<file path="config.mk">
export PLATFORM = sky130hd
export DESIGN_NAME = mma_div
export DESIGN_NICKNAME = d
export VERILOG_FILES = /design/src/rtl/core/mma_pkg.sv /design/src/rtl/core/mma_div.sv
export SDC_FILE = /design/constraint.sdc
export NUM_CORES = 1
export LEC_CHECK = 0
export CORE_AREA = 2 2 95 143
export DETAILED_ROUTE_END_ITERATION = 6
export DIE_AREA = 0 0 97 145
export DONT_BUFFER_PORTS = 1
export GPL_ROUTABILITY_DRIVEN = 0
export SETUP_SLACK_MARGIN = 0.02
export SYNTH_ARGS = -nofsm -noshare
export SYNTH_HDL_FRONTEND = slang
export SYNTH_SLANG_ARGS = --single-unit
</file>
<file path="constraint.sdc">
create_clock -name clk -period 9.5 [get_ports clk]
set_input_delay 0.95 -clock clk [delete_from_list [all_inputs] [get_ports clk]]
set_output_delay 0.95 -clock clk [all_outputs]
set_load 0.02 [all_outputs]
</file>
<file path="src/rtl/core/mma_pkg.sv">
// Shared constants, types and helper functions of the midpoint moving average block.
`default_nettype none

package mma_pkg;

  localparam int HISTORY_DEPTH = 256;
  localparam int MAX_WINDOWS   = 4;
  localparam int PRICE_BITS    = 32;

  // Number of window length registers.
  localparam int LEN_REGS  = 4;
  localparam int WIN_LIMIT = (MAX_WINDOWS < LEN_REGS) ? MAX_WINDOWS : LEN_REGS;

  localparam int RING_AW  = $clog2(HISTORY_DEPTH);
  localparam int RING_W   = PRICE_BITS + 1;
  localparam int BARS_W   = $clog2(HISTORY_DEPTH + 1);
  localparam int SUM_BITS = RING_W + RING_AW;
  localparam int K_W      = (WIN_LIMIT > 1) ? $clog2(WIN_LIMIT) : 1;

  localparam int LEN_BITS   = 9;
  localparam int CNT_BITS   = 3;
  localparam int CFG_IDX_W  = 3;
  localparam int CFG_DATA_W = 9;
  localparam int OUT_IDX_W  = 2;
  localparam int LEN_SEL_W  = (LEN_REGS > 1) ? $clog2(LEN_REGS) : 1;

  // Quotient bits produced per divider step.
  localparam int RADIX_BITS = 4;

  // Register indexes.
  localparam logic [CFG_IDX_W-1:0] REG_WINDOW_COUNT = CFG_IDX_W'(0);
  localparam logic [CFG_IDX_W-1:0] REG_LEN_BASE     = CFG_IDX_W'(1);

  localparam logic [CNT_BITS-1:0] CNT_RESET = CNT_BITS'(1);
  localparam logic [LEN_BITS-1:0] LEN_RESET [LEN_REGS] = '{9'd20, 9'd50, 9'd100, 9'd200};

  typedef struct packed {
    logic [CNT_BITS-1:0]              win_cnt;
    logic [LEN_REGS-1:0][BARS_W-1:0]  win_len;
    logic                             restart;
  } mma_cfg_t;

  // Window length as used: zero counts as one, long windows stop at the ring depth.
  function automatic logic [BARS_W-1:0] eff_len(input logic [LEN_BITS-1:0] raw);
    logic [BARS_W-1:0] res;
    if (raw == '0) begin
      res = BARS_W'(1);
    end else if (32'(raw) > HISTORY_DEPTH) begin
      res = BARS_W'(HISTORY_DEPTH);
    end else begin
      res = BARS_W'(raw);
    end
    return res;
  endfunction

  // Active window count: zero counts as one, large values stop at the window limit.
  function automatic logic [CNT_BITS-1:0] eff_cnt(input logic [CNT_BITS-1:0] raw);
    logic [CNT_BITS-1:0] res;
    if (raw == '0) begin
      res = CNT_BITS'(1);
    end else if (32'(raw) > WIN_LIMIT) begin
      res = CNT_BITS'(WIN_LIMIT);
    end else begin
      res = raw;
    end
    return res;
  endfunction

endpackage

`default_nettype wire

</file>
<file path="src/rtl/core/mma_div.sv">
// Radix-16 restoring divider: window sum over twice the bar count, four quotient bits a cycle.
`default_nettype none

module mma_div import mma_pkg::*; (
  input  wire logic                  clk,
  input  wire logic                  rst_n,
  input  wire logic                  start,
  input  wire logic [SUM_BITS-2:0]   dividend,
  input  wire logic [BARS_W-1:0]     divisor,
  output logic                       done,
  output logic      [PRICE_BITS-1:0] quotient
);

  localparam int DVD_W     = SUM_BITS - 1;
  localparam int DIV_STEPS = (DVD_W + RADIX_BITS - 1) / RADIX_BITS;
  localparam int PAD_W     = DIV_STEPS * RADIX_BITS;
  localparam int STEP_W    = $clog2(DIV_STEPS + 1);

  logic [PAD_W-1:0]      dvd_r;
  logic [PAD_W-1:0]      quo_r;
  logic [BARS_W-1:0]     rem_r;
  logic [BARS_W-1:0]     dsr_r;
  logic [STEP_W-1:0]     step_r;
  logic                  busy_r;
  logic                  done_r;

  logic [BARS_W:0]       rem_nxt;
  logic [RADIX_BITS-1:0] qbits_nxt;

  // Each step brings down four dividend bits, one at a time, subtracting where the divisor fits.
  always_comb begin
    rem_nxt   = {1'b0, rem_r};
    qbits_nxt = '0;
    for (int i = 0; i < RADIX_BITS; i++) begin
      rem_nxt = {rem_nxt[BARS_W-1:0], dvd_r[PAD_W-1-i]};
      if (rem_nxt >= {1'b0, dsr_r}) begin
        rem_nxt                      = rem_nxt - {1'b0, dsr_r};
        qbits_nxt[RADIX_BITS-1-i]    = 1'b1;
      end
    end
  end

  always_ff @(posedge clk) begin
    if (!rst_n) begin
      busy_r <= 1'b0;
      done_r <= 1'b0;
      step_r <= '0;
    end else if (start) begin
      dvd_r  <= PAD_W'(dividend);
      dsr_r  <= divisor;
      rem_r  <= '0;
      quo_r  <= '0;
      step_r <= STEP_W'(DIV_STEPS);
      busy_r <= 1'b1;
      done_r <= 1'b0;
    end else if (busy_r) begin
      dvd_r  <= dvd_r << RADIX_BITS;
      quo_r  <= {quo_r[PAD_W-RADIX_BITS-1:0], qbits_nxt};
      rem_r  <= rem_nxt[BARS_W-1:0];
      step_r <= step_r - STEP_W'(1);
      if (step_r == STEP_W'(1)) begin
        busy_r <= 1'b0;
        done_r <= 1'b1;
      end
    end
  end

  assign done     = done_r;
  assign quotient = quo_r[PRICE_BITS-1:0];

endmodule

`default_nettype wire

</file>
==> results.md <==
- The flow ran to the end, and the final reports show no timing, DRC or antenna violations.
- The average instance in the mapped netlist occupies 12.2 µm².
- The final count of negative-setup-slack endpoints is 0.
- From synthesis to final layout, the design area changed by 8.59%.
- The maximum fanout encountered on the critical timing path is 12.
- The routed via count is 3606.
- Fill cells in the final layout number 1151.
- The die outline height is 145 µm.
- The synthesized design contains 90 enable-type register cells.
- The number of hold buffers added after CTS was 0.
- For this run, asynchronously set or reset flops after synthesis account for 0%.
- The starting density of the core is 44.1%.
- The detail-routed net length per standard cell is 19.8 µm.
- The endpoint required time on the critical path is 9.60 ns.
- The x dimension of the die is 97 µm.
- Setup repair after global routing left no endpoint under its margin.
- The number of distinct library cells after synthesis is 51.
- The number of endpoints with negative hold slack in the final report is 0.
- After clock tree synthesis, the clock-pin slew on the worst setup and hold paths is 0.07 ns.
- The critical path in this run is classified as reg -> reg.
- The maximum clock frequency is 115 MHz.
- The number of antenna violations at the first check in global routing is 0.
- The cell family with the largest share of critical-path delay is compound AO/OA/AOI/OAI gates.
- The tool flagged a number of max-cap violations equal to 0.
- In this run the deepest clock path goes through 2 buffers.
- Sorting the synthesized cells by area gives the leading types as edfxtp_1, mux2_2, ha_1.
- For the pin with the worst max-slew slack, the measured transition is 1.03 ns.
- TritonCTS built the clock tree.
- The number of H-tree levels is 3.
- Detailed placement ended at an HPWL of 9280 µm.
- The detailed-route wire length is 12500 µm.
- The number of clock buffers inserted by TritonCTS is 9.
- For this run, design rule violations remaining after detail routing come to 0.
- For this run, the number of Yosys warnings is 0.
- The total area inside the core boundary comes to 0.0128 mm².
- The synthesized instance count is 465.
- The worst clock skew on the final layout is 0.00707 ns.
- STA classifies the critical path endpoint as a flop.
- The max-slew violation count was 0.
- The root buffer cell is clkbuf_16.
- The clock network latency to the later pin of the worst-skew pair is 0.34 ns.
- The post-route netlist has 18.6% of its cells at a drive strength greater than 1.
- Counting I/O delays and the setup requirement, the final critical path takes 8.67 ns.
- The path class of the tightest hold or removal check is reg -> reg.
- The sort of element at the start of the critical path is a flop.
- The library cell with the largest summed area after synthesis is edfxtp_1.
- The number of nets with antenna violations after detailed routing is 0.
- The largest net degree at the start of global routing is 83.
- The critical path contains buffers and inverters numbering 3 combined.
- The largest single stage delay on the critical path is 0.48 ns.
- The mapped netlist covers 0.00565 mm².
- The top-area cell type share of the netlist area is 47.8%.
- The sequential-to-total area share from yosys stat is 50.0%.
- The repair_antennas step left the layout with diodes totalling 0.
- For this run the aggregate overflow at the end of global routing stands at 0.
- For this run, the detailed router's first-pass iteration total came to 4.
- The via count of the first global-routing pass was 3817.
- At the end of the flow, the number of nets in the layout was 561.
- The area of the die is 0.0141 mm².
- The worst endpoint data arrival time is 8.77 ns.
- The count of buffers added on input and output ports is 0.
- The sink count of the clock tree is 96.
- The commonest register cell after synthesis is edfxtp_1.
- The remaining max-slew budget at the tightest pin is 31.1%.
- After clock tree synthesis, the setup repair step added 0 buffers.
- In the final timing run, aggregate negative setup slack is 0 ns.
- The number of vias per cell after detailed routing is 5.71.
- In this run, synthesis produced a sequential element count of 96.
- The synthesized net count is 559.
- After layout, the worst path uses 91.3% of the clock period.
- The number of DRC markers after the initial detailed-route iteration is 229.
- The total routing usage reported by global routing is 18.1%.
- The I/O pin count is 85.
- The count of standard-cell rows is 51.
- The first global-routing pass estimated 19900 µm of wire.
- On the critical path, the stage with the largest delay is an instance of edfxtp_1.
## Yosys cell counts (4+ instances only)
master,instances
clkbuf_1,6
o31ai_2,7
o21ai_0,20
o31ai_1,4
or3_1,4
nor2b_1,35
buf_1,4
a21oi_1,19
o21a_1,8
nor3_1,7
xor2_1,6
nand3_1,6
nand4_1,14
fa_1,4
dfxtp_1,6
mux2_2,49
nand2_1,15
nor2_1,25
xnor2_1,18
edfxtp_1,90
a21o_1,5
ha_1,38
and2_1,5
inv_1,24
## path summary, 6_finish.rpt
kind / cells after the start / end / start / slack (ns)
hold reg to reg: 1 / dvd_r[21] / dvd_r[17] / 0.55
setup reg to reg: 35 / rem_r[0] / dsr_r[0] / 0.83
hold / removal: 1 / dvd_r[21] / dvd_r[17] / 0.55
setup / recovery: 35 / rem_r[0] / dsr_r[0] / 0.83
## cell type report
type	count	area, µm²	share of cell area, %
flip-flops and latches	96	2820	46.0
repair buffers	3	22.5	0.367
inverters	24	90.1	1.47
clock buffers	10	229	3.73
clock inverters	6	78.8	1.28
multi-input cells	333	2690	43.9
well taps	159	199	3.24
## registers in the layout, indices dropped and copies added (netlist names)
name	flops
rem_r	9
done	1
step_r	4
busy_r	1
dsr_r	9
dvd_r	40
quo_r	32
## per-layer routing
metal	track usage [%]	share of wire (%)	vias up
met3	4.53	5.1	24
met5	0	0	-
met2	33.4	54	100
li1	-	-	1741
met4	8.80	3.8	0
met1	18.9	37	1741
## repair_timing
| item | 4_1_cts | 5_1_grt |
|---|---|---|
| hold endpoints to repair | 0 | 0 |
| resized for setup | 0 | 1 |
| endpoints found under the setup margin | 0 | 6 |
## per-stage QoR
| step | hold slack (ns) | utilization (%) | cell area (µm²) | setup slack, ns | std cells |
|---|---|---|---|---|---|
| 2_1_floorplan | 0.502 | - | 5650 | 1.48 | 465 |
| 3_3_place_gp | 0.529 | 45.4 | 5820 | 0.883 | 615 |
| 3_5_place_dp | 0.537 | 45.4 | 5820 | 0.661 | 615 |
| 4_1_cts | 0.556 | 47.8 | 6130 | 0.623 | 631 |
| 5_1_grt | 0.567 | 47.8 | 6140 | 0.172 | 631 |
| 6_report | 0.553 | 47.8 | 6140 | 0.831 | 631 |
## layout by cell type (no fill, tap or decap), types with 2 or more instances in the layout
cell type	instances
a211oi_1	3
a211oi_2	3
a21boi_0	3
a21o_1	5
a21oi_1	19
a21oi_2	2
a31oi_1	2
and2_1	5
buf_4	3
clkbuf_16	9
clkinvlp_4	2
dfxtp_1	6
edfxtp_1	90
fa_1	4
ha_1	38
inv_1	23
mux2_2	49
mux2_4	2
mux2i_1	3
nand2_1	15
nand2b_1	2
nand3_1	6
nand4_1	14
nor2_1	25
nor2b_1	35
nor3_1	7
nor4_1	2
o211ai_1	2
o21a_1	8
o21ai_0	20
o21ai_1	3
o21bai_1	2
o31a_1	2
o31ai_1	4
o31ai_2	7
or3_1	4
xnor2_1	18
xor2_1	6
## logic make-up (layout without fill, tap and decap cells)
kind of cell    Yosys count  after routing  share of synthesized area [%]
simple gates            121            121                           11.6
compound gates           92             92                           11.6
buf+inv                  36             43                           2.44
xor+xnor                 24             24                           3.72
fa+ha+maj                42             42                           9.83
mux                      54             54                           10.8
flops                    96             96                           50.0
Power is not shown: default switching activity piles up to over one toggle a cycle in this logic, so the estimate is an artifact.
