`config.mk`:
```
export PLATFORM = sky130hd
export DESIGN_NAME = mma_cfg_regs_flat
export DESIGN_NICKNAME = d
export VERILOG_FILES = /design/src/rtl/core/mma_pkg.sv /design/src/rtl/core/mma_ifs.sv /design/src/rtl/core/mma_cfg_regs.sv /design/src/flat_wrapper.sv
export SDC_FILE = /design/constraint.sdc
export NUM_CORES = 1
export LEC_CHECK = 0
export BUFFER_PORTS_ARGS = -buffer_cell sky130_fd_sc_hd__clkbuf_2
export CORE_MARGIN = 2
export CORE_UTILIZATION = 47
export DETAILED_ROUTE_END_ITERATION = 12
export PLACE_DENSITY = 0.73
export REMOVE_ABC_BUFFERS = 1
export SLEW_MARGIN = 20
export SYNTH_ARGS = -nofsm -noshare
export SYNTH_HDL_FRONTEND = slang
export SYNTH_SLANG_ARGS = --single-unit
```
`constraint.sdc`:
```
create_clock -name clk -period 5.1 [get_ports clk]
set_input_delay 1.02 -clock clk [delete_from_list [all_inputs] [get_ports clk]]
set_output_delay 1.02 -clock clk [all_outputs]
set_load 0.01 [all_outputs]
```
`src/rtl/core/mma_pkg.sv`:
```
// Shared constants, types and helper functions of the midpoint moving average block.
`default_nettype none

package mma_pkg;

  localparam int HISTORY_DEPTH = 256;
  localparam int MAX_WINDOWS   = 4;
  localparam int PRICE_BITS    = 32;

  // Number of window length registers.
  localparam int LEN_REGS  = 4;
  localparam int WIN_LIMIT = (MAX_WINDOWS < LEN_REGS) ? MAX_WINDOWS : LEN_REGS;

  localparam int RING_AW  = $clog2(HISTORY_DEPTH);
  localparam int RING_W   = PRICE_BITS + 1;
  localparam int BARS_W   = $clog2(HISTORY_DEPTH + 1);
  localparam int SUM_BITS = RING_W + RING_AW;
  localparam int K_W      = (WIN_LIMIT > 1) ? $clog2(WIN_LIMIT) : 1;

  localparam int LEN_BITS   = 9;
  localparam int CNT_BITS   = 3;
  localparam int CFG_IDX_W  = 3;
  localparam int CFG_DATA_W = 9;
  localparam int OUT_IDX_W  = 2;
  localparam int LEN_SEL_W  = (LEN_REGS > 1) ? $clog2(LEN_REGS) : 1;

  // Quotient bits produced per divider step.
  localparam int RADIX_BITS = 4;

  // Register indexes.
  localparam logic [CFG_IDX_W-1:0] REG_WINDOW_COUNT = CFG_IDX_W'(0);
  localparam logic [CFG_IDX_W-1:0] REG_LEN_BASE     = CFG_IDX_W'(1);

  localparam logic [CNT_BITS-1:0] CNT_RESET = CNT_BITS'(1);
  localparam logic [LEN_BITS-1:0] LEN_RESET [LEN_REGS] = '{9'd20, 9'd50, 9'd100, 9'd200};

  typedef struct packed {
    logic [CNT_BITS-1:0]              win_cnt;
    logic [LEN_REGS-1:0][BARS_W-1:0]  win_len;
    logic                             restart;
  } mma_cfg_t;

  // Window length as used: zero counts as one, long windows stop at the ring depth.
  function automatic logic [BARS_W-1:0] eff_len(input logic [LEN_BITS-1:0] raw);
    logic [BARS_W-1:0] res;
    if (raw == '0) begin
      res = BARS_W'(1);
    end else if (32'(raw) > HISTORY_DEPTH) begin
      res = BARS_W'(HISTORY_DEPTH);
    end else begin
      res = BARS_W'(raw);
    end
    return res;
  endfunction

  // Active window count: zero counts as one, large values stop at the window limit.
  function automatic logic [CNT_BITS-1:0] eff_cnt(input logic [CNT_BITS-1:0] raw);
    logic [CNT_BITS-1:0] res;
    if (raw == '0) begin
      res = CNT_BITS'(1);
    end else if (32'(raw) > WIN_LIMIT) begin
      res = CNT_BITS'(WIN_LIMIT);
    end else begin
      res = raw;
    end
    return res;
  endfunction

endpackage

`default_nettype wire

```
`src/rtl/core/mma_ifs.sv`:
```
// Handshake channel interfaces for bars, results and configuration writes.
`default_nettype none


interface mma_cfg_if import mma_pkg::*; ();
  logic                  valid;
  logic                  ready;
  logic [CFG_IDX_W-1:0]  index;
  logic [CFG_DATA_W-1:0] data;

  modport source (output valid, output index, output data, input ready);
  modport sink   (input valid, input index, input data, output ready);
endinterface

`default_nettype wire

```
`src/rtl/core/mma_cfg_regs.sv`:
```
// Configuration registers: window count and window lengths, with the warm-up restart strobe.
`default_nettype none

module mma_cfg_regs import mma_pkg::*; (
  input  wire logic clk,
  input  wire logic rst_n,
  mma_cfg_if.sink   cfg_wr,
  output mma_cfg_t  cfg
);

  logic [CNT_BITS-1:0] cnt_raw_r;
  logic [LEN_BITS-1:0] len_raw_r [LEN_REGS];

  logic                 wr_fire;
  logic                 len_hit;
  logic [LEN_SEL_W-1:0] len_sel;
  logic [CFG_IDX_W-1:0] len_off;

  assign cfg_wr.ready = 1'b1;
  assign wr_fire      = cfg_wr.valid && cfg_wr.ready;
  assign len_off      = cfg_wr.index - REG_LEN_BASE;
  assign len_sel      = len_off[LEN_SEL_W-1:0];
  assign len_hit      = (cfg_wr.index >= REG_LEN_BASE) &&
                        (32'(cfg_wr.index) < 32'(REG_LEN_BASE) + LEN_REGS);

  always_ff @(posedge clk) begin
    if (!rst_n) begin
      cnt_raw_r <= CNT_RESET;
      for (int i = 0; i < LEN_REGS; i++) begin
        len_raw_r[i] <= LEN_RESET[i];
      end
    end else if (wr_fire) begin
      if (cfg_wr.index == REG_WINDOW_COUNT) begin
        cnt_raw_r <= cfg_wr.data[CNT_BITS-1:0];
      end else if (len_hit) begin
        len_raw_r[len_sel] <= cfg_wr.data[LEN_BITS-1:0];
      end
    end
  end

  always_comb begin
    cfg.win_cnt = eff_cnt(cnt_raw_r);
    for (int i = 0; i < LEN_REGS; i++) begin
      cfg.win_len[i] = eff_len(len_raw_r[i]);
    end
    // Any length write restarts the warm-up, taking effect on the same edge.
    cfg.restart = wr_fire && len_hit;
  end

endmodule

`default_nettype wire

```
`src/flat_wrapper.sv`:
```
// flat-port wrapper written by rule: the top's interface ports become plain ports
module mma_cfg_regs_flat import mma_pkg::*;
  (clk, rst_n, cfg, cfg_wr_valid, cfg_wr_index, cfg_wr_data, cfg_wr_ready);
  mma_cfg_if cfg_wr_i ();
  input  wire logic clk;
  input  wire logic rst_n;
  output mma_cfg_t cfg;
  input wire logic [$bits(cfg_wr_i.valid)-1:0] cfg_wr_valid;
  input wire logic [$bits(cfg_wr_i.index)-1:0] cfg_wr_index;
  input wire logic [$bits(cfg_wr_i.data)-1:0] cfg_wr_data;
  output wire logic [$bits(cfg_wr_i.ready)-1:0] cfg_wr_ready;
  assign cfg_wr_i.valid = cfg_wr_valid;
  assign cfg_wr_i.index = cfg_wr_index;
  assign cfg_wr_i.data = cfg_wr_data;
  assign cfg_wr_ready = cfg_wr_i.ready;
  mma_cfg_regs u_core (.clk(clk), .rst_n(rst_n), .cfg_wr(cfg_wr_i), .cfg(cfg));
endmodule
```
==> results of run 1 <==
==> final cells by class <==
| cell class | count | area [um2] | share of cell area (%) |
|---|---|---|---|
| Sequential cell | 39 | 1140 | 49.5 |
| Multi-Input combinational cell | 119 | 729 | 31.6 |
| Timing Repair Buffer | 55 | 278 | 12.0 |
| Clock buffer | 6 | 72.6 | 3.15 |
| Tap cell | 50 | 62.6 | 2.71 |
| Inverter | 4 | 15.0 | 0.651 |
| Clock inverter | 2 | 7.51 | 0.326 |
==> worst max-delay path, cell delays in order <==
cell and delay [ps]:
clkbuf_2 150, ha_1 220, o21bai_1 250, a21oi_1 110
clkbuf_2 130
==> cells by family (layout without fill, tap and decap cells) <==
logic type                 after synthesis  in the layout  synth area share (%)
DFF                                     39             39                  58.6
and+or+nand+nor                        100            100                  30.3
muxes                                    3              3                  1.54
AOI/OAI and AO/OA                       13             13                  4.18
buffers and inverters                   17             67                  3.86
adders and majority gates                2              2                  1.29
other                                    1              1                 0.193
==> layer usage <==
layer / vias up / routed length [um]
met4: 0 / 29
met2: 66 / 1720
met3: 4 / 259
met1: 641 / 1600
li1: 727 / -
met5: - / 0
==> power by group <==
group / total, W / internal [W] / switching (W)
Sequential: 0.000384 / 0.000371 / 0.0000126
Combinational: 0.0000944 / 0.0000374 / 0.0000570
Clock: 0.000188 / 0.0000931 / 0.0000951
Total: 0.000666 / 0.000502 / 0.000165
==> worst max-delay path by stage <==
stage / end / slack [ps] / cells after the start
6_report: cfg[0] / 2200 / 5
5_1_grt: cfg[0] / 2140 / 5
4_1_cts: u_core.len_raw_r[1][3] / 2080 / 6
3_5_place_dp: u_core.len_raw_r[1][3] / 1770 / 6
3_3_place_gp: u_core.len_raw_r[1][4] / 1890 / 6
2_1_floorplan: u_core.len_raw_r[3][0] / 2050 / 3
==> state kept, by name (all words and copies together), names as in the netlist <==
name	flops
u_core.len_raw_r	36
u_core.cnt_raw_r	3
==> synthesized netlist by cell type (5+ instances only) <==
| cell type | number |
|---|---|
| a21oi_1 | 6 |
| and3_1 | 10 |
| clkbuf_1 | 11 |
| edfxtp_1 | 36 |
| nand2_1 | 10 |
| nor2_1 | 8 |
| nor2b_1 | 33 |
| nor3_1 | 10 |
| nor4_1 | 7 |
| or3_1 | 5 |
==> per-stage QoR <==
step,hold WS (ps),area (um2)
after floorplan,443,1890
after global placement,460,2230
after detailed placement,464,2230
after CTS,482,2310
after global routing,519,2310
final,477,2310
==> impl_metrics.json, run 1 <==
{
  "cp_max_fo": 9,
  "grtUsageMet3_pct": 4.44,
  "clk_latency_ps": 280,
  "yosysTopAreaCellShare_pct": 55.6,
  "vias": 1438,
  "fp.coreArea_mm2": 0.00400,
  "cts_buffers": 5,
  "maxSlewViolCount": 0,
  "clockBufferDepth": 2,
  "antenna_found_initial": 0,
  "place_ws_ps": 1770,
  "cts_resized": 0,
  "die_y_um": 68.3,
  "worst_pin_slew_ps": 813,
  "grtUsageTotal_pct": 17.1,
  "synth.avg_cell_area_um2": 11.1,
  "worst_slack_ps": 2200,
  "die_area_mm2": 0.00467,
  "row_count": 23,
  "diodes": 0,
  "max_freq_ghz": 0.345,
  "num-fill-cells": 347,
  "ys_ff_latch": 39,
  "final_cells": 275,
  "synth_top_area_cell": "edfxtp_1",
  "drt_wl_total_mm": 3.62,
  "layout_commonest_cell": "clkbuf_2",
  "start_util_pct": 48.6,
  "max_slew_margin_pct": 45.5,
  "grt_pass1_wl_mm": 5.64,
  "synthArstFlopShare_pct": 0,
  "yosysSeqAreaShare_pct": 58.6,
  "final_util_pct": 57.6,
  "final_layout_size_suffix_gt1_share_pct": 27.6,
  "worst_setup_path_start_kind": "primary input",
  "min_path_type": "reg2reg",
  "cts_setup_buffers": 0,
  "hold_start": "u_core.cnt_raw_r[0]",
  "critical_path_class": "in2out",
  "startpoint": "cfg_wr_index[0]",
  "skew_ps": 0,
  "cts.sinks": 39,
  "holdPathStages": 2,
  "cts_tree": "done",
  "areaGrowthSynthToFinish_pct": 18.5,
  "cts_max_level": 2,
  "firstDrtPassIters": 4,
  "final_cell_mix": "54 x clkbuf_2, 36 x edfxtp_1, 33 x nor2b_1",
  "ios": 56,
  "powerDensity_mw_per_mm2": 289,
  "grt_pass1_vias": 1226,
  "total_power_w": 0.000666,
  "crit_required_ps": 4080,
  "grtUsageMet2_pct": 27.4,
  "clk_pin_slew_ps": 70,
  "cp-end-kind": "output pin",
  "ys_warn_count": 0,
  "ys_types": 29,
  "placedCellCount": 267,
  "worstReg2RegEnd": "u_core.cnt_raw_r[2]",
  "peakVddDrop_mv": 0.185,
  "rsz0062_at_grt": "no",
  "max_cap_violations": 0,
  "die_w_um": 68.3,
  "r2r_setup_slack_ps": 4460,
  "grt_max_degree": 27,
  "r2r_cells": 2,
  "grt_busiest_layer": "met2",
  "crit_arrival_ps": 1880,
  "cts-root-buf": "clkbuf_8",
  "gp_congestion": 0.820,
  "status": "complete, no violations",
  "ant_nets": 0,
  "final-setup-viol-count": 0,
  "synthFlopType": "edfxtp_1",
  "syn-cell-area_mm2": 0.00195,
  "drc": 0,
  "dpl.hpwl_mm": 2.77,
  "grt_use_met1_pct": 22.9,
  "leakagePower_nw": 0.946,
  "grt_overflow": 0,
  "timing.final.crit_share_pct": 56.9,
  "finalHoldViolCount": 0,
  "r2r-start": "u_core.cnt_raw_r[2]",
  "hold_end": "u_core.cnt_raw_r[0]",
  "setup-tns-final_ps": 0,
  "synth_cells": 175,
  "io_buffers": 54,
  "drtIter0Drc": 42,
  "wl_per_cell_um": 13.1,
  "yosys-top-cells-area": "edfxtp_1 56%, nor2b_1 11%, and3_1 3.2%, dfxtp_1 3.1%, nor3_1 2.6%",
  "holdBufCountCts": 0,
  "via_per_inst": 5.23,
  "synth_edf_count": 36,
  "nNetsFinal": 241,
  "period_minus_slack_ps": 2900
}
(Power assumes the default switching activity.)
==> run 2: changes to the inputs <==
Clock period 5.1 ns to 2.78 ns, I/O delays scaled along.
==> run 2 against run 1 <==
Via count is 0.35% lower. Die area stayed put. Utilization is 1.3 points higher. Non-clock buffer count is 3 higher. Sequential share of layout area is 1.1 points lower. Critical path depth is 1 lower. Worst setup slack worse by 1400 ps. Register-to-register slack worse by 2300 ps. Final cell count is 1.1% higher. Hold slack hardly changed. First-iteration DRC count is 12% lower. Global-route usage is 0.56 points higher.
==> impl_metrics.json, run 2 (same netlist as run 1, synthesis figures left out) <==
{
  "reg_top3": "u_core.len_raw_r (36), u_core.cnt_raw_r (3)",
  "num-fill-cells": 342,
  "finalHoldViolCount": 0,
  "total_power_w": 0.00133,
  "clk_latency_ps": 290,
  "clockBufferDepth": 2,
  "hold_ws_ps": 477,
  "io_buffers": 54,
  "ant_nets": 0,
  "peakVddDrop_mv": 0.326,
  "area.sequential_mm2": 0.00114,
  "worst_slack_ps": 788,
  "setup-tns-final_ps": 0,
  "cp_max_fo": 9,
  "areaGrowthSynthToFinish_pct": 21.1,
  "cts_max_level": 2,
  "crit_chain": "clkbuf_2, or3b_4, a21oi_1, clkbuf_2",
  "status": "complete, no violations",
  "worst_setup_path_start_kind": "primary input",
  "final_layout_size_suffix_gt1_share_pct": 29.4,
  "crit_required_ps": 2220,
  "wl_per_cell_um": 13.6,
  "critical-path-max-stage-delay_ps": 440,
  "period_minus_slack_ps": 1990,
  "die_area_mm2": 0.00467,
  "cts_buffers": 5,
  "grt_max_degree": 27,
  "final_cell_mix": "54 x clkbuf_2, 36 x edfxtp_1, 33 x nor2b_1",
  "clk_pin_slew_ps": 70,
  "cpMaxStageDelayCell": "or3b_4",
  "cts_tree": "done",
  "diodes": 0,
  "via_per_inst": 5.15,
  "dpl.hpwl_mm": 2.86,
  "max_slew_margin_pct": 47.5,
  "grtUsageTotal_pct": 17.7,
  "cts.sinks": 39,
  "skew_ps": 0,
  "cts_resized": 0,
  "crit_arrival_ps": 1440,
  "die_y_um": 68.3,
  "die_w_um": 68.3,
  "fp.coreArea_mm2": 0.00400,
  "critPathBufInv": 2,
  "cp_top_family": "simple AND/OR/NAND/NOR gates",
  "min_path_type": "reg2reg",
  "row_count": 23,
  "grt_pass1_wl_mm": 5.75,
  "largest_reg_flops": 36,
  "final_util_pct": 58.9,
  "critical_path_class": "in2out",
  "nNetsFinal": 244,
  "grt_pass1_vias": 1193,
  "path_common_cell": "clkbuf_2",
  "vias": 1433,
  "start_util_pct": 48.6,
  "drc": 0,
  "drt_wl_total_mm": 3.79,
  "cp-end-kind": "output pin",
  "grt_overflow": 0,
  "leakagePower_nw": 0.976,
  "multi_input_area_um2": 729,
  "powerDensity_mw_per_mm2": 565,
  "place_ws_ps": 296,
  "rsz0062_at_grt": "no",
  "antenna_found_initial": 0,
  "worst_pin_slew_ps": 782,
  "timing.final.crit_share_pct": 71.7,
  "maxSlewViolCount": 0,
  "cts_setup_buffers": 0,
  "largest-register": "u_core.len_raw_r",
  "layout_commonest_cell": "clkbuf_2",
  "firstDrtPassIters": 4,
  "max_freq_ghz": 0.502,
  "max_cap_violations": 0,
  "holdBufCountCts": 0,
  "cts-root-buf": "clkbuf_8",
  "final-setup-viol-count": 0,
  "gp_congestion": 0.801,
  "drtIter0Drc": 37,
  "ios": 56
}
run 2: cell types whose count changed in the layout (fill, tap and decap cells not counted), sizes merged:
cell / change
clkbuf: -1
bufinv: +1
buf: +3
run 2: path summary, 6_finish.rpt:
kind / startpoint / end / slack [ps] / cells after the start
max reg2reg: u_core.cnt_raw_r[2] / u_core.cnt_raw_r[2] / 2150 / 2
min reg2reg: u_core.cnt_raw_r[0] / u_core.cnt_raw_r[0] / 480 / 2
max: cfg_wr_index[0] / cfg[0] / 790 / 4
min: u_core.cnt_raw_r[0] / u_core.cnt_raw_r[0] / 480 / 2
run 2: metal layers:
metal	wire length, um	global-route usage (%)	share of wire [%]	up-vias
met5	0	0	0	-
met4	34	6.25	0.90	0
met3	328	5.10	8.7	3
met2	1730	27.4	46	60
met1	1690	23.8	45	636
li1	-	-	-	734
run 2: layout make-up:
type	count	share of cell area, %
sequential	39	48.4
multi-input combinational	119	31.0
timing repair buffer	58	12.7
clock buffer	5	2.92
tap	50	2.66
clock inverter	3	1.65
inverter	4	0.637
run 2: power breakdown:
| part | leakage, nW | internal [W] | switching [W] |
|---|---|---|---|
| logic | 0.546 | 0.0000717 | 0.000106 |
| registers | 0.375 | 0.000680 | 0.0000233 |
| clock network | 0.0556 | 0.000262 | 0.000188 |
run 2: worst min-delay path, cell delays in order, from the launching register on:
cell and delay [ps]:
dfxtp_1 330, mux2i_1 70, nand2_1 60
run 2: stage by stage:
| step | cell area [um2] | cells |
|---|---|---|
| global route | 2360 | 278 |
| global placement | 2250 | 270 |
| finish | 2360 | 278 |
| floorplan | 1890 | 162 |
| CTS | 2360 | 278 |
| detailed placement | 2250 | 270 |
==> run 3: changes to the inputs <==
Settings changed: ABC_AREA set to 1, PLACE_DENSITY 0.73 to 0.76.
Clock period 2.78 ns to 1.7 ns, I/O delays scaled along.
==> run 3 against run 2 <==
The run now ends with setup timing left. Hold slack got worse by 98 ps. Synthesized cell count grew 29%. Utilization up 6.0 points. Global-route usage is 0.23 points higher. Clock power grew 61%. Largest cell class unchanged. Largest power group unchanged. Highest routed layer unchanged.
==> impl_metrics.json, run 3 <==
{
  "hold_ws_ps": 379,
  "clk_latency_ps": 280,
  "crit_required_ps": 1360,
  "r2r_cells": 2,
  "powerDensity_mw_per_mm2": 841,
  "skew_ps": 0,
  "gp_congestion": 0.832,
  "finalHoldViolCount": 0,
  "wl_per_cell_um": 11.7,
  "firstDrtPassIters": 5,
  "hold_start": "cfg_wr_data[2]",
  "clkPwrFrac_pct": 32.5,
  "synthMuxAreaShare_pct": 0,
  "cp-end-kind": "output pin",
  "final-setup-viol-count": 9,
  "netSwitchingFraction_pct": 24.4,
  "cpMaxStageDelayCell": "edfxtp_1",
  "synthAdderAreaFrac_pct": 1.24,
  "power_frac_comb_pct": 16.6,
  "holdPathStages": 3,
  "worstReg2RegEnd": "u_core.cnt_raw_r[2]",
  "cts.sinks": 39,
  "diodes": 0,
  "timing.final.crit_share_pct": 103,
  "cp_max_fo": 2,
  "r2r-start": "u_core.cnt_raw_r[2]",
  "reg_top3": "u_core.len_raw_r (36), u_core.cnt_raw_r (3)",
  "drc": 0,
  "layout_commonest_cell": "nor2_1",
  "violations": "setup timing",
  "largest_reg_flops": 36,
  "critical_path_class": "reg2out",
  "drtIter0Drc": 39,
  "areaGrowthSynthToFinish_pct": 30.8,
  "worst_slack_ps": -51.9,
  "ys_ff_latch": 39,
  "cts_buffers": 5,
  "yosys-top-cells-area": "edfxtp_1 53%, nor2_1 11%, inv_1 10%, nand2_1 3.5%, nand4_4 3.2%",
  "period_minus_slack_ps": 1750,
  "grt_overflow": 0,
  "synth.avg_cell_area_um2": 9.00,
  "r2r_setup_slack_ps": 1100,
  "grtUsageMet3_pct": 3.63,
  "power_frac_seq_pct": 50.9,
  "via_per_inst": 4.70,
  "yosysTopAreaCellShare_pct": 53.4,
  "dpl.hpwl_mm": 3.06,
  "nNetsFinal": 315,
  "crit_arrival_ps": 1410,
  "maxSlewViolCount": 0,
  "final_cell_mix": "52 x nor2_1, 48 x inv_1, 40 x clkbuf_2",
  "final_layout_size_suffix_gt1_share_pct": 38.5,
  "die_y_um": 69.7,
  "grt_busiest_layer": "met2",
  "synth_compound_gate_area_share_pct": 2.84,
  "yosysMostFrequentCell": "nor2_1",
  "final_util_pct": 64.9,
  "worst_setup_path_start_kind": "register",
  "holdBufCountCts": 0,
  "post_dp_cell_area_mm2": 0.00249,
  "max_freq_ghz": 0.571,
  "ios": 56,
  "cp_top_family": "flip-flops",
  "ys_warn_count": 0,
  "row_count": 23,
  "cp.depth": 6,
  "grt_use_met1_pct": 23.4,
  "synth_top_area_cell": "edfxtp_1",
  "p_sw_w": 0.000544,
  "grt_max_degree": 13,
  "grt_pass1_vias": 1479,
  "critPathBufInv": 2,
  "grtUsageTotal_pct": 17.9,
  "ys_types": 24,
  "netlist_top_cells_count": "61 x nor2_1, 54 x inv_1, 36 x edfxtp_1",
  "crit_chain": "inv_2, nand4_1, nor2_2, nand2_1, a21oi_1, buf_2",
  "status": "finished with violations",
  "setup-tns-final_ps": -172,
  "yosysSeqAreaShare_pct": 56.3,
  "synthFlopType": "edfxtp_1",
  "critical-path-max-stage-delay_ps": 420,
  "synth_cells": 225,
  "start_util_pct": 49.6,
  "die_area_mm2": 0.00485,
  "cts-root-buf": "clkbuf_8",
  "clockBufferDepth": 2,
  "io_buffers": 54,
  "total_power_w": 0.00223,
  "antenna_found_initial": 0,
  "min_path_type": "in2reg",
  "rsz0062_at_grt": "yes",
  "ant_nets": 0,
  "peakVddDrop_mv": 0.439,
  "grt_pass1_wl_mm": 6.72,
  "grtUsageMet2_pct": 29.1,
  "synth_top_family_by_area": "simple AND/OR/NAND/NOR gates",
  "yosys.area_share.simple_pct": 26.6,
  "vias": 1642,
  "drt_wl_total_mm": 4.09,
  "die_w_um": 69.7,
  "largest-register": "u_core.len_raw_r",
  "fp.coreArea_mm2": 0.00409,
  "num-fill-cells": 338,
  "synth-xor-area-share_pct": 0,
  "clk_pin_slew_ps": 70,
  "cts_max_level": 2,
  "max_cap_violations": 0,
  "syn-cell-area_mm2": 0.00203,
  "intPower_w": 0.00168,
  "cts_tree": "done",
  "postLayoutCellArea_mm2": 0.00265,
  "synth_edf_count": 36,
  "leakagePower_nw": 1.29,
  "hold_end": "u_core.cnt_raw_r[2]",
  "synthArstFlopShare_pct": 0
}
## run 3: cell types whose count changed after synthesis, sizes merged, moves of 6 or more
| cell | change |
|---|---|
| inv | +53 |
| nor4 | -7 |
| nor2 | +57 |
| nor2b | -33 |
| nor3 | -6 |
| and3 | -10 |
| nand4 | +11 |
| clkbuf | -6 |
| nand2 | +9 |
## run 3: through the flow
stage / std cells / worst slack [ps]
after global placement: 339 / 11.6
final: 349 / -51.9
after detailed placement: 339 / -23.2
after CTS: 347 / -9.69
after floorplan: 217 / -25.3
after global routing: 349 / -133
## run 3: cells by family (layout without fill, tap and decap cells)
group,count (synthesis),after routing
AOI/OAI and AO/OA,11,11
adders and majority gates,2,2
buffers and inverters,65,139
DFF,39,39
other,1,1
and+or+nand+nor,107,107
## run 3: timing repair
action / 4_1_cts / 5_1_grt
endpoints found under the hold margin: 0 / 0
pin swaps: 3 / 11
gates resized for setup: 7 / 26
buffers inserted: 0 / 2
setup endpoints to repair: 23 / 27
## run 3: final cells by class
| class | instances | area, um2 | share of cell area (%) |
|---|---|---|---|
| Multi-Input combinational cell | 121 | 664 | 25.1 |
| Clock inverter | 3 | 38.8 | 1.46 |
| Timing Repair Buffer | 74 | 458 | 17.3 |
| Sequential cell | 39 | 1140 | 43.1 |
| Clock buffer | 5 | 68.8 | 2.60 |
| Inverter | 57 | 216 | 8.17 |
| Tap cell | 50 | 62.6 | 2.36 |
## run 3: metal layers
metal,wire (um),part of all wire [%],vias to the layer above
li1,-,-,840
met4,80,2.0,0
met1,1720,42,727
met2,2000,49,67
met5,0,0,-
met3,286,7.0,8
## run 3: tightest hold or removal path: cells and delay by family
family | cells | cell delay, ps
AOI/OAI and AO/OA | 2 | 200
buffers and inverters | 1 | 80
## run 3: worst max path at each step
stage,endpoint,start
floorplan,u_core.len_raw_r[2][0],cfg_wr_index[0]
global placement,u_core.len_raw_r[2][2],cfg_wr_index[0]
detailed placement,u_core.len_raw_r[2][2],cfg_wr_index[0]
CTS,cfg[19],u_core.len_raw_r[2][3]
global route,cfg[19],u_core.len_raw_r[2][6]
finish,cfg[19],u_core.len_raw_r[2][6]
## run 3: power by group through the flow
stage	Clock [W]	Combinational, W	Sequential [W]
after floorplan	0	0.000183	0.00115
after global placement	0	0.000348	0.00115
after detailed placement	0	0.000354	0.00115
after CTS	0.000737	0.000360	0.00113
after global routing	0.000775	0.000409	0.00114
final	0.000724	0.000371	0.00113
